<file path="config.mk">
export PLATFORM = sky130hd
export DESIGN_NAME = qm_catalog_string_counter_flat
export DESIGN_NICKNAME = d
export VERILOG_FILES = /design/src/design/qcsc_pkg.sv /design/src/design/qcsc_if.sv /design/src/design/qm_catalog_string_counter.sv /design/src/design/qcsc_parser.sv /design/src/design/qcsc_out_queue.sv /design/src/flat_wrapper.sv
export SDC_FILE = /design/constraint.sdc
export NUM_CORES = 1
export LEC_CHECK = 0
export ABC_AREA = 1
export BUFFER_PORTS_ARGS = -buffer_cell sky130_fd_sc_hd__buf_2
export CORE_AREA = 2 2 163 165
export DETAILED_ROUTE_END_ITERATION = 8
export DIE_AREA = 0 0 165 167
export PLACE_DENSITY = 0.84
export SLEW_MARGIN = 10
export SYNTH_ARGS = -nofsm -noshare
export SYNTH_HDL_FRONTEND = slang
export SYNTH_HIERARCHICAL = 1
export SYNTH_SLANG_ARGS = --single-unit
</file>
<file path="constraint.sdc">
create_clock -name clk -period 8.45 [get_ports clk]
set_input_delay 1.2675 -clock clk [delete_from_list [all_inputs] [get_ports clk]]
set_output_delay 1.2675 -clock clk [all_outputs]
set_load 0.02 [all_outputs]
</file>
<file path="src/design/qcsc_pkg.sv">
`timescale 1ns / 1ps
// qcsc_pkg: shared types and constants of the catalog string counter
// no dependencies; used by the parser, the result queue and the top level

package qcsc_pkg;

    localparam int MAGIC_LEN   = 16;
    localparam int FIFO_DEPTH  = 4;
    localparam int HDR_LAST    = 4;

    localparam logic [7:0] CATALOG_MAGIC [MAGIC_LEN] = '{
        8'h3c, 8'hb8, 8'h64, 8'h18, 8'hca, 8'hef, 8'h9c, 8'h95,
        8'hcd, 8'h21, 8'h1c, 8'hbf, 8'h60, 8'ha1, 8'hbd, 8'hdd
    };

    localparam logic [7:0] SECTION_MESSAGES = 8'h69;

    localparam logic [7:0] TAG_PADDING     = 8'h01;
    localparam logic [7:0] TAG_TRANSLATION = 8'h03;
    localparam logic [7:0] TAG_FIXED4      = 8'h05;
    localparam logic [7:0] TAG_DATA6       = 8'h06;
    localparam logic [7:0] TAG_DATA7       = 8'h07;
    localparam logic [7:0] TAG_DATA8       = 8'h08;

    localparam logic [31:0] NO_BODY = 32'hffff_ffff;

    localparam logic [1:0] STATUS_OK        = 2'd0;
    localparam logic [1:0] STATUS_BAD_MAGIC = 2'd1;
    localparam logic [1:0] STATUS_TRUNCATED = 2'd2;

    localparam logic KIND_COUNT  = 1'b0;
    localparam logic KIND_STATUS = 1'b1;

    typedef enum logic [3:0] {
        PH_MAGIC  = 4'b0001,
        PH_HEADER = 4'b0010,
        PH_BODY   = 4'b0100,
        PH_FAILED = 4'b1000
    } phase_t;

    typedef enum logic [3:0] {
        TG_EXPECT  = 4'b0001,
        TG_LEN     = 4'b0010,
        TG_SKIP    = 4'b0100,
        TG_STOPPED = 4'b1000
    } tag_phase_t;

    // registered input item
    typedef struct packed {
        logic       valid;
        logic [7:0] data_byte;
        logic       last_byte;
    } item_t;

    // results caused by one byte: a section count, a file status, or both
    typedef struct packed {
        logic        has_count;
        logic [31:0] count;
        logic        has_status;
        logic [1:0]  status;
    } entry_t;

endpackage

</file>
<file path="src/design/qcsc_if.sv">
`timescale 1ns / 1ps
// byte_if and result_if: valid/ready channels of the catalog string counter
// no dependencies

interface byte_if;
    logic       valid;
    logic       ready;
    logic [7:0] data_byte;
    logic       last_byte;

    modport source (output valid, output data_byte, output last_byte, input ready);
    modport sink (input valid, input data_byte, input last_byte, output ready);
endinterface

interface result_if;
    logic        valid;
    logic        ready;
    logic        result_kind;
    logic [31:0] string_count;
    logic [1:0]  status;
    logic        last_result;

    modport source (output valid, output result_kind, output string_count,
                    output status, output last_result, input ready);
    modport sink (input valid, input result_kind, input string_count,
                  input status, input last_result, output ready);
endinterface

</file>
<file path="src/design/qm_catalog_string_counter.sv">
`timescale 1ns / 1ps
// qm_catalog_string_counter: top level, input register, parser and result queue
// depends on qcsc_pkg, byte_if, result_if, qcsc_parser and qcsc_out_queue

// Takes a compiled translation catalog one byte per transfer and reports,
// for each messages section, the number of translation tags it holds, then
// a file status on the final byte. A byte can be taken in every cycle; a
// byte lands in an input register and is parsed in the following cycle,
// and its results are registered in the queue before they are offered. Results wait in
// a four-entry queue, and bytes keep flowing while results are pending as
// long as the queue has room for one more entry. The final byte of a file
// may cause two results (a section count and the status), which leave on
// two consecutive transfers; every other byte causes at most one.
module qm_catalog_string_counter (
    input  logic     clk,
    input  logic     rst_n,
    byte_if.sink     bytes,
    result_if.source results
);
    import qcsc_pkg::*;

    localparam int CNT_W = $clog2(FIFO_DEPTH + 1);

    item_t              item_reg;
    logic               push;
    entry_t             entry;
    logic [CNT_W - 1:0] q_count;
    logic [CNT_W:0]     fill;

    // room for what the registered byte pushes now plus one more entry
    assign fill        = {1'b0, q_count} + (CNT_W + 1)'(push);
    assign bytes.ready = fill < (CNT_W + 1)'(FIFO_DEPTH);

    always_ff @(posedge clk or negedge rst_n)
    begin
        if (!rst_n)
        begin
            item_reg.valid     <= 1'b0;
            item_reg.data_byte <= '0;
            item_reg.last_byte <= 1'b0;
        end
        else
        begin
            item_reg.valid <= bytes.valid && bytes.ready;
            if (bytes.valid && bytes.ready)
            begin
                item_reg.data_byte <= bytes.data_byte;
                item_reg.last_byte <= bytes.last_byte;
            end
        end
    end

    qcsc_parser u_parser (
        .clk   (clk),
        .rst_n (rst_n),
        .item  (item_reg),
        .push  (push),
        .entry (entry)
    );

    qcsc_out_queue u_queue (
        .clk     (clk),
        .rst_n   (rst_n),
        .push    (push),
        .entry   (entry),
        .count   (q_count),
        .results (results)
    );

endmodule

</file>
<file path="src/design/qcsc_parser.sv">
`timescale 1ns / 1ps
// qcsc_parser: magic check, section walk and tag walk, one byte per cycle
// depends on qcsc_pkg

module qcsc_parser (
    input  logic           clk,
    input  logic           rst_n,
    input  qcsc_pkg::item_t  item,
    output logic           push,
    output qcsc_pkg::entry_t entry
);
    import qcsc_pkg::*;

    phase_t      phase_reg, phase_next;
    logic [3:0]  magic_pos_reg, magic_pos_next;
    logic [2:0]  hdr_pos_reg, hdr_pos_next;
    logic        in_msg_reg, in_msg_next;
    logic [31:0] section_left_reg, section_left_next;
    logic [31:0] acc_reg, acc_next;
    tag_phase_t  tag_phase_reg, tag_phase_next;
    logic [1:0]  len_pos_reg, len_pos_next;
    logic [31:0] skip_left_reg, skip_left_next;
    logic [31:0] count_reg, count_next;

    logic [31:0] acc_shift;
    logic        closed;
    logic [31:0] closed_count;
    logic [1:0]  file_status;

    assign acc_shift = {acc_reg[23:0], item.data_byte};

    always_comb
    begin
        phase_next        = phase_reg;
        magic_pos_next    = magic_pos_reg;
        hdr_pos_next      = hdr_pos_reg;
        in_msg_next       = in_msg_reg;
        section_left_next = section_left_reg;
        acc_next          = acc_reg;
        tag_phase_next    = tag_phase_reg;
        len_pos_next      = len_pos_reg;
        skip_left_next    = skip_left_reg;
        count_next        = count_reg;
        closed            = 1'b0;
        closed_count      = '0;
        file_status       = STATUS_OK;

        if (item.valid)
        begin
            unique case (phase_reg)
                PH_MAGIC:
                begin
                    if (item.data_byte == CATALOG_MAGIC[magic_pos_reg])
                    begin
                        if (magic_pos_reg == 4'(MAGIC_LEN - 1))
                        begin
                            phase_next   = PH_HEADER;
                            hdr_pos_next = '0;
                        end
                        else
                        begin
                            magic_pos_next = magic_pos_reg + 4'd1;
                        end
                    end
                    else
                    begin
                        phase_next = PH_FAILED;
                    end
                end
                PH_HEADER:
                begin
                    if (hdr_pos_reg == '0)
                    begin
                        in_msg_next  = (item.data_byte == SECTION_MESSAGES);
                        acc_next     = '0;
                        hdr_pos_next = 3'd1;
                    end
                    else if (hdr_pos_reg == 3'(HDR_LAST))
                    begin
                        hdr_pos_next      = '0;
                        section_left_next = acc_shift;
                        acc_next          = '0;
                        tag_phase_next    = TG_EXPECT;
                        skip_left_next    = '0;
                        count_next        = '0;
                        if (acc_shift == '0)
                        begin
                            // empty section closes on its last header byte
                            closed = in_msg_reg;
                        end
                        else
                        begin
                            phase_next = PH_BODY;
                        end
                    end
                    else
                    begin
                        acc_next     = acc_shift;
                        hdr_pos_next = hdr_pos_reg + 3'd1;
                    end
                end
                PH_BODY:
                begin
                    if (in_msg_reg)
                    begin
                        unique case (tag_phase_reg)
                            TG_EXPECT:
                            begin
                                case (item.data_byte) inside
                                    TAG_PADDING:
                                    begin
                                    end
                                    TAG_FIXED4:
                                    begin
                                        skip_left_next = 32'd4;
                                        tag_phase_next = TG_SKIP;
                                    end
                                    TAG_TRANSLATION, TAG_DATA6, TAG_DATA7, TAG_DATA8:
                                    begin
                                        if (item.data_byte == TAG_TRANSLATION &&
                                            count_reg != '1)
                                        begin
                                            count_next = count_reg + 32'd1;
                                        end
                                        acc_next       = '0;
                                        len_pos_next   = '0;
                                        tag_phase_next = TG_LEN;
                                    end
                                    default:
                                    begin
                                        tag_phase_next = TG_STOPPED;
                                    end
                                endcase
                            end
                            TG_LEN:
                            begin
                                acc_next = acc_shift;
                                if (len_pos_reg == 2'd3)
                                begin
                                    if (acc_shift == NO_BODY || acc_shift == '0)
                                    begin
                                        tag_phase_next = TG_EXPECT;
                                    end
                                    else
                                    begin
                                        skip_left_next = acc_shift;
                                        tag_phase_next = TG_SKIP;
                                    end
                                end
                                else
                                begin
                                    len_pos_next = len_pos_reg + 2'd1;
                                end
                            end
                            TG_SKIP:
                            begin
                                skip_left_next = skip_left_reg - 32'd1;
                                if (skip_left_reg == 32'd1)
                                begin
                                    tag_phase_next = TG_EXPECT;
                                end
                            end
                            TG_STOPPED:
                            begin
                            end
                            default:
                            begin
                            end
                        endcase
                    end
                    // body is entered with a nonzero length
                    section_left_next = section_left_reg - 32'd1;
                    if (section_left_reg == 32'd1)
                    begin
                        closed       = in_msg_reg;
                        closed_count = count_next;
                        phase_next   = PH_HEADER;
                        hdr_pos_next = '0;
                    end
                end
                PH_FAILED:
                begin
                end
                default:
                begin
                end
            endcase

            if (item.last_byte)
            begin
                if (phase_next == PH_MAGIC || phase_next == PH_FAILED)
                begin
                    file_status = STATUS_BAD_MAGIC;
                end
                else if (phase_next == PH_BODY || hdr_pos_next != '0)
                begin
                    file_status = STATUS_TRUNCATED;
                end
                else
                begin
                    file_status = STATUS_OK;
                end
                // back to the start for the next file
                phase_next        = PH_MAGIC;
                magic_pos_next    = '0;
                hdr_pos_next      = '0;
                in_msg_next       = 1'b0;
                section_left_next = '0;
                acc_next          = '0;
                tag_phase_next    = TG_EXPECT;
                len_pos_next      = '0;
                skip_left_next    = '0;
                count_next        = '0;
            end
        end
    end

    assign push             = item.valid && (closed || item.last_byte);
    assign entry.has_count  = closed;
    assign entry.count      = closed_count;
    assign entry.has_status = item.last_byte;
    assign entry.status     = file_status;

    always_ff @(posedge clk or negedge rst_n)
    begin
        if (!rst_n)
        begin
            phase_reg        <= PH_MAGIC;
            magic_pos_reg    <= '0;
            hdr_pos_reg      <= '0;
            in_msg_reg       <= 1'b0;
            section_left_reg <= '0;
            acc_reg          <= '0;
            tag_phase_reg    <= TG_EXPECT;
            len_pos_reg      <= '0;
            skip_left_reg    <= '0;
            count_reg        <= '0;
        end
        else
        begin
            phase_reg        <= phase_next;
            magic_pos_reg    <= magic_pos_next;
            hdr_pos_reg      <= hdr_pos_next;
            in_msg_reg       <= in_msg_next;
            section_left_reg <= section_left_next;
            acc_reg          <= acc_next;
            tag_phase_reg    <= tag_phase_next;
            len_pos_reg      <= len_pos_next;
            skip_left_reg    <= skip_left_next;
            count_reg        <= count_next;
        end
    end

`ifndef SYNTHESIS
    a_last_gives_status: assert property (@(posedge clk) disable iff (!rst_n)
        item.valid && item.last_byte |-> push && entry.has_status)
        else $error("final byte did not produce a status");

    a_no_item_no_push: assert property (@(posedge clk) disable iff (!rst_n)
        !item.valid |-> !push)
        else $error("result produced without an item");

    a_restart_after_last: assert property (@(posedge clk) disable iff (!rst_n)
        item.valid && item.last_byte |=> phase_reg == PH_MAGIC && magic_pos_reg == '0)
        else $error("parser did not restart after the final byte");

    a_body_nonzero: assert property (@(posedge clk) disable iff (!rst_n)
        phase_reg == PH_BODY |-> section_left_reg != '0)
        else $error("section body with nothing left");
`endif

endmodule

</file>
<file path="src/design/qcsc_out_queue.sv">
`timescale 1ns / 1ps
// qcsc_out_queue: small queue of result entries, one or two results each
// depends on qcsc_pkg and result_if

module qcsc_out_queue (
    input  logic             clk,
    input  logic             rst_n,
    input  logic             push,
    input  qcsc_pkg::entry_t entry,
    output logic [$clog2(qcsc_pkg::FIFO_DEPTH + 1) - 1:0] count,
    result_if.source         results
);
    import qcsc_pkg::*;

    localparam int PTR_W = $clog2(FIFO_DEPTH);
    localparam int CNT_W = $clog2(FIFO_DEPTH + 1);

    entry_t             slots [FIFO_DEPTH];
    logic [PTR_W - 1:0] wr_ptr_reg;
    logic [PTR_W - 1:0] rd_ptr_reg;
    logic [CNT_W - 1:0] count_reg, count_next;
    logic               sub_reg;

    entry_t head;
    logic   show_count;
    logic   xfer;
    logic   pop;

    assign head       = slots[rd_ptr_reg];
    assign show_count = !sub_reg && head.has_count;
    assign xfer       = results.valid && results.ready;
    // entry leaves once its status, or its lone count, is transferred
    assign pop        = xfer && (!show_count || !head.has_status);

    assign results.valid        = count_reg != '0;
    assign results.result_kind  = show_count ? KIND_COUNT : KIND_STATUS;
    assign results.string_count = show_count ? head.count : '0;
    assign results.status       = show_count ? STATUS_OK : head.status;
    assign results.last_result  = show_count ? !head.has_status : 1'b1;

    assign count = count_reg;

    always_comb
    begin
        count_next = count_reg;
        if (push && !pop)
        begin
            count_next = count_reg + CNT_W'(1);
        end
        else if (!push && pop)
        begin
            count_next = count_reg - CNT_W'(1);
        end
    end

    always_ff @(posedge clk)
    begin
        if (push)
        begin
            slots[wr_ptr_reg] <= entry;
        end
    end

    always_ff @(posedge clk or negedge rst_n)
    begin
        if (!rst_n)
        begin
            wr_ptr_reg <= '0;
            rd_ptr_reg <= '0;
            count_reg  <= '0;
            sub_reg    <= 1'b0;
        end
        else
        begin
            count_reg <= count_next;
            if (push)
            begin
                wr_ptr_reg <= wr_ptr_reg + PTR_W'(1);
            end
            if (pop)
            begin
                rd_ptr_reg <= rd_ptr_reg + PTR_W'(1);
                sub_reg    <= 1'b0;
            end
            else if (xfer && show_count)
            begin
                sub_reg <= 1'b1;
            end
        end
    end

`ifndef SYNTHESIS
    a_no_overflow: assert property (@(posedge clk) disable iff (!rst_n)
        push |-> count_reg != CNT_W'(FIFO_DEPTH) || pop)
        else $error("result queue overflow");

    a_count_bound: assert property (@(posedge clk) disable iff (!rst_n)
        count_reg <= CNT_W'(FIFO_DEPTH))
        else $error("result queue count out of range");

    a_sub_has_entry: assert property (@(posedge clk) disable iff (!rst_n)
        sub_reg |-> count_reg != '0 && head.has_status)
        else $error("second result pending without an entry");
`endif

endmodule

</file>
<file path="src/flat_wrapper.sv">
// flat-port wrapper written by rule: the top's interface ports become plain ports
module qm_catalog_string_counter_flat import qcsc_pkg::*;
  (clk, rst_n, bytes_valid, bytes_data_byte, bytes_last_byte, bytes_ready, results_valid, results_result_kind, results_string_count, results_status, results_last_result, results_ready);
  byte_if bytes_i ();
  result_if results_i ();
  input  logic clk;
  input  logic rst_n;
  input wire logic [$bits(bytes_i.valid)-1:0] bytes_valid;
  input wire logic [$bits(bytes_i.data_byte)-1:0] bytes_data_byte;
  input wire logic [$bits(bytes_i.last_byte)-1:0] bytes_last_byte;
  output wire logic [$bits(bytes_i.ready)-1:0] bytes_ready;
  output wire logic [$bits(results_i.valid)-1:0] results_valid;
  output wire logic [$bits(results_i.result_kind)-1:0] results_result_kind;
  output wire logic [$bits(results_i.string_count)-1:0] results_string_count;
  output wire logic [$bits(results_i.status)-1:0] results_status;
  output wire logic [$bits(results_i.last_result)-1:0] results_last_result;
  input wire logic [$bits(results_i.ready)-1:0] results_ready;
  assign bytes_i.valid = bytes_valid;
  assign bytes_i.data_byte = bytes_data_byte;
  assign bytes_i.last_byte = bytes_last_byte;
  assign bytes_ready = bytes_i.ready;
  assign results_valid = results_i.valid;
  assign results_result_kind = results_i.result_kind;
  assign results_string_count = results_i.string_count;
  assign results_status = results_i.status;
  assign results_last_result = results_i.last_result;
  assign results_i.ready = results_ready;
  qm_catalog_string_counter u_core (.clk(clk), .rst_n(rst_n), .bytes(bytes_i), .results(results_i));
endmodule
</file>
======== Word-level counts from Yosys, hierarchy flattened ========
Memories as Yosys holds them, arrays and structs flattened.
Cells that the tools add are included.
word-level totals
  bits in writable memories ............... 144
  memories kept ........................... 2
  ROM bits ................................ 128
  word-level logic and storage cells ...... 215
  register bits after elaboration ......... 156
  input bits .............................. 13
memories
  memory                depth  bits a word  rd ports  clocked after Yosys merged registers in  wr ports  RTL line              source
  u_core.u_queue.slots  4      36           1         0                                        1         qcsc_out_queue.sv:18  entry_t slots [FIFO_DEPTH];
  (no name shown)       16     8            1         0                                        0         qcsc_parser.sv:53     if (item.data_byte == CATALOG_MAGIC[magic_pos_reg])
operators by class
  bitwise operators ....................... 1
  order comparisons ....................... 2
  equal/unequal tests ..................... 41
  muxes and demuxes ....................... 100
  $add $sub $neg .......................... 11
  reductions and logical operators ........ 41
operators by type and width
  operator               count
  $mux 32                22
  $pmux 32 s2            3
  $mux 24                7
  $pmux 24 s2            2
  $pmux 32 s3            1
  $mux 4                 21
  $eq 32x1->1 const B    2
  $sub 32x1->32 const B  2
  $add 32x1->32 const B  1
  $eq 32x32->1 const B   1
  $logic_not 32->1       1
  $ne 32x32->1 const B   1
  $mux 3                 10
  $ne 4x3->1 const B     7
  $eq 8x3->1 const B     3
  $mux 2                 12
  $pmux 4 s3             2
  $ne 3x2->1 const B     7
  $mux 8                 2
  $reduce_bool 2->1      8
  $mux 1                 14
  $eq 4x1->1 const B     3
  $eq 4x3->1 const B     3
  $reduce_bool 3->1      4
  35 further kinds       57

======== Longest topological paths before layout ========
  depth in word-level cells ............... 14
  mapped depth ............................ 19

======== Hierarchy ========
Netlist, hierarchy kept.
by module, submodules not included
  module                     cells an instance  area each (um^2)  instances  sequential area each (um^2)
  qcsc_parser                1497               9982.1            1          3455.8
  qcsc_out_queue             485                6180.9            1          4524.3
  qm_catalog_string_counter  46                 446.7             1          250.2

======== Worst setup path before layout ========
Ideal clock, no wire load.
  kind .................................... register -> output
  from .................................... reg u_core.u_parser.section_left_reg[20]
  to ...................................... out bytes_ready
  data required time ...................... 7183 ps
  cell stages (with the launch flop) ...... 14
  arrival ................................. 1988 ps
  setup slack ............................. 5194 ps
  path buffers ............................ 1
  cells stage by stage .................... dfrtp_1 nor2_2 nand2_1 nor2_1 nand2_1 nor3_1 inv_1 nand2_1 inv_1 o21ai_0 nand3_2 buf_6 nand2_1 inv_1
on the way
  longest elaborated chain between the ends .. 8
ends and longest elaborated chain
  what                      RTL line                         source
  start: declaration        qcsc_parser.sv:18                logic [31:0] section_left_reg, section_left_next;
  start signal: assignment  qcsc_parser.sv:245               section_left_reg <= section_left_next;
  $eq 32x1->1               qcsc_parser.sv:173               if (section_left_reg == 32'd1)
  $mux 1                    qcsc_parser.sv:173
  $pmux 1 s2                qcsc_parser.sv:50                unique case (phase_reg)
  $mux 1                    qcsc_parser.sv:48                if (item.valid)
  $logic_or 1x1->1          qcsc_parser.sv:218               assign push = item.valid && (closed || item.last_byte);
  $logic_and 1x1->1         qcsc_parser.sv:218
  via u_core.push           qm_catalog_string_counter.sv:25  logic push;
  $add 3x1->4               qm_catalog_string_counter.sv:31  assign fill = {1'b0, q_count} + (CNT_W + 1)'(push);
  $lt 4x3->1                qm_catalog_string_counter.sv:32  assign bytes.ready = fill < (CNT_W + 1)'(FIFO_DEPTH);
  end: declaration          flat_wrapper.sv:11               output wire logic [$bits(bytes_i.ready)-1:0] bytes_ready;
The timed path passes the listed nets, and every way through them passes these cells.

======== Worst setup path after layout ========
  from .................................... reg u_core.u_parser.phase_reg[1]
  to ...................................... out bytes_ready
on the way
  longest elaborated chain between the ends .. 7
  elaborated cells on any way between the ends .. 8
  classes of those cells .................. 1 x add/sub; 1 x order compare; 2 x eq/ne; 2 x mux; 2 x reduce/logical
ends and longest elaborated chain
  what                                      RTL line                         source
  start: declaration                        qcsc_parser.sv:14                phase_t phase_reg, phase_next;
  start signal: assignment                  qcsc_parser.sv:241               phase_reg <= phase_next;
  $eq 4x3->1 or $eq 4x2->1 (tied branches)  qcsc_parser.sv:50
  $pmux 1 s2 *                              qcsc_parser.sv:50
  $mux 1 *                                  qcsc_parser.sv:48
  $logic_or 1x1->1 *                        qcsc_parser.sv:218
  $logic_and 1x1->1 *                       qcsc_parser.sv:218
  via u_core.push                           qm_catalog_string_counter.sv:25
  $add 3x1->4 *                             qm_catalog_string_counter.sv:31
  $lt 4x3->1 *                              qm_catalog_string_counter.sv:32
The timed path passes the listed nets; every way through them passes the cells marked *.

==> metrics.md <==
| Metric | Value |
|---|---|
| Min Tclk post-route | `4.96 ns` |
| Max reg flops | `144` |
| Reg2reg path depth | `10` |
| Buf/Inv on CP | `5` |
| WL/cell | `17.5 µm` |
| WP data arrival | `3.69 ns` |
| Slew HR | `roughly 24%` |
| Pin count of the biggest net entering global routing | `98` |
| Fin. max-slew vios | `0` |
| First-pass GRT wire length | `69.0 mm` |
| Largest family of logic cells by synthesized area | `simple AND/OR/NAND/NOR gates` |
| Synth Warn # | `6` |
| Largest area contributor in the netlist | `edfxtp_1` |
| Flop2flop setup slack | `around 4.4 ns` |
| Root Buffer | `clkbuf_16` |
| R2r startpoint | `u_core/u_parser/phase_reg[0]` |
| Critical Path, Cell by Cell | `inv_2 -> nand4_2 -> nor3_1 -> inv_1 -> nand2_1 -> inv_1 -> o21ai_0 -> nand3_2 -> nand2_1 -> inv_1 -> buf_2` |
| Post-CTS sizing | `0` |
| Area share of the largest cell type after synthesis | `26.0%` |
| Hold WC Path Type | `reg2reg` |
| CP Launch Type | `flip-flop` |
| Vert. Die Dim | `~170 µm` |
| Met3 track demand over resource | `5.26%` |
| Depth of the CTS H-tree | `2` |
| Simple-Gate Fraction of Synth Area | `~27%` |
| Worst-skew pair later-pin latency | `between 0.5 and 0.6 ns` |
| WP depth | `11` |
| Setup crit end | `bytes_ready` |
| Worst Max-Slew Pin Slew | `about 1.1 ns` |
| Synth unique cells | `62` |
| Met2 Resource Use GR | `53.0%` |
| Status | `finished clean` |
| Syn_nets | `2063` |
| XOR/XNOR Fraction of Synth Area | `1.21%` |
| Most Crowded Layer GR | `met2` |
| Crit path max-delay family | `simple AND/OR/NAND/NOR gates` |
| Routed wire length | `42.0 mm` |
| Max_cap viols | `0` |
| Synthesized area per cell | `a little over 8 µm²` |
| WP data required | `around 7.2 ns` |
| Most flop-heavy register | `u_core/u_queue/slots` |
| Endpoint type of the worst setup path | `output pin` |
| Initial Util | `64.5%` |
| Vias after detailed routing | `14300` |
| ANT nets after route | `0` |
| Num CTS Buffers | `34` |
| Number of port buffers | `50` |
| GRT overflow | `0` |
| Post-Synthesis Cells | `2028` |
| Initial antenna violation count | `0` |
| Drt initial violations | `about 1700` |
| Area fraction in compound gates after synthesis | `12.9%` |
| Maximum clock frequency | `0.202 GHz` |
| Max VDD drop | `0.374 mV` |
| CP max stage delay | `~0.8 ns` |
| Hold Fails Final Rpt | `0` |
| Met1 Use GR | `40.0%` |
| Core Area | `25800 µm²` |
| Share of cells above drive strength 1 | `approximately 11%` |
| Site Rows | `59` |
| Power density cells | `304 nW/µm²` |
| Yosys reg bits | `300` |
| All-Layer GR Usage | `31.4%` |
| RSZ-0062 raised after global routing | `false` |
| GP Congestion | `0.951` |
| Lkg Pwr | `around 7.8 nW` |
| Most frequent cells in the layout | `nand2_1 (419), nor2_1 (321), inv_1 (194), o21ai_0 (166), dfrtp_1 (153)` |
| Final period utilization | `slightly below 60%` |
| Mux cell area share after synthesis | `less than 1%` |
| CTS tree | `built` |
| Clock Tree Buf Depth | `3` |
| Setup violations, final | `0` |
| Area delta synth->final | `9.32%` |
| Critical-path top delay cell | `o21ai_0` |
| Horiz. Die Dim | `about 170 µm` |
| Skew final | `0.0279 ns` |
| Drt pass-1 iters | `5` |
| # IOs | `between 50 and 60` |
| Adder-cell share of the synthesized area | `1.70%` |
| Clock sink count | `300` |
| Synth Cell Area | `16600 µm²` |
| Die area | `27600 µm²` |
| DR DRC count | `0` |
| Critical-path maximum fanout | `12` |
| Vias per cell | `5.93` |
| Post-CTS setup buffer count | `0` |
| Setup crit start | `u_core/u_parser/phase_reg[1]` |
| FF-to-FF End | `u_core/u_parser/count_reg[31]` |
| Post-DP HPWL | `28.2 mm` |
| Worst-path clk slew | `0.06 ns` |
| Post-layout util | `between 70% and 80%` |
| TNS Setup | `0 ns` |
| Register area share after synthesis | `about half` |
| Vias in the first global route | `13900` |
| Most used cell, CP | `inv_1` |
| Hold buffers post-CTS | `0` |
| N_diodes | `0` |
| Most common cell after layout, fill and taps aside | `nand2_1` |
| Synth area leaders | `edfxtp_1 (26%), dfrtp_1 (23%), nand2_1 (9.5%)` |
| Critical path class | `reg2out` |
| Nets@finish | `2082` |
layer usage:
layer / vias up / routed length [µm]
met5: - / 0
met4: 0 / 1610
met3: 126 / 3080
met2: 647 / 20600
met1: 6687 / 16800
li1: 6818 / -
per-stage QoR:
stage	power, W	worst slack, ns	std cells	area (µm²)	hold slack (ns)
after detailed placement	0.00394	4.05	2346	16900	0.483
after global placement	0.00389	4.07	2346	16900	0.471
final	0.00552	3.49	2408	18200	0.503
after floorplan	0.00342	5.19	2028	16600	0.437
after CTS	0.00552	3.51	2408	18200	0.501
after global routing	0.00587	3.10	2408	18200	0.565
cell families after synthesis:
group | Yosys count
and+or+nand+nor | 1021
buffers and inverters | 294
muxes | 1
AOI/OAI and AO/OA | 367
xor gates and xnor gates | 23
DFF | 300
adders and majority gates | 22
cell usage after synthesis, drive strengths merged:
cell type / count
o32ai: 4
a31o: 1
o221ai: 1
o21ai: 210
a22oi: 6
a32oi: 4
nand3b: 6
nand3: 125
o21bai: 2
xnor2: 8
nor3: 42
a211oi: 2
nor4: 10
o31ai: 1
fa: 1
o22a: 1
clkinv: 3
nor3b: 2
xor2: 15
or2: 10
dfrtp: 154
o22ai: 31
dfstp: 2
and2: 4
a21o: 1
nand2: 428
inv: 212
nor2: 337
edfxtp: 144
nand4: 57
mux2: 1
o41ai: 1
a31oi: 6
clkbuf: 30
a22o: 2
a21oi: 89
o2111ai: 1
ha: 21
o211ai: 4
buf: 49
where the power goes:
group	total (W)	switching [W]	internal, W	leakage (nW)
clock	0.00157	0.000597	0.000968	0.591
sequential	0.00190	0.000175	0.00173	3.35
combinational	0.00205	0.00146	0.000589	3.90
worst register-to-register path: stages (launching register included):
cell	delay (ns)
dfstp_2	0.56
inv_2	0.06
nand4_2	0.28
nand2_1	0.21
a31oi_4	0.21
buf_4	0.54
inv_2	0.52
nand2_1	0.84
inv_1	0.46
nand3_1	0.21
nand2_1	0.07
area by class of cell:
class | count | area [µm²]
clock buffer | 41 | 918
multi-input combinational | 1434 | 7140
inverter | 215 | 807
clock inverter | 21 | 293
fill | 1931 | 7610
tap | 335 | 419
timing repair buffer | 62 | 347
sequential | 300 | 8230
worst min-delay path by stage:
stage | from | to | slack [ns] | cells after the start
final | u_core/u_queue/sub_reg | u_core/u_queue/sub_reg | 0.50 | 2
after global placement | u_core/u_parser/len_pos_reg[1] | u_core/u_parser/len_pos_reg[1] | 0.47 | 2
after global routing | u_core/u_parser/len_pos_reg[1] | u_core/u_parser/len_pos_reg[1] | 0.57 | 2
after CTS | u_core/u_queue/sub_reg | u_core/u_queue/sub_reg | 0.50 | 2
after detailed placement | u_core/u_queue/sub_reg | u_core/u_queue/sub_reg | 0.48 | 2
after floorplan | u_core/item_reg[2] | u_core/item_reg[2] | 0.44 | 2
Note: power is estimated with default switching activity, not from simulation.
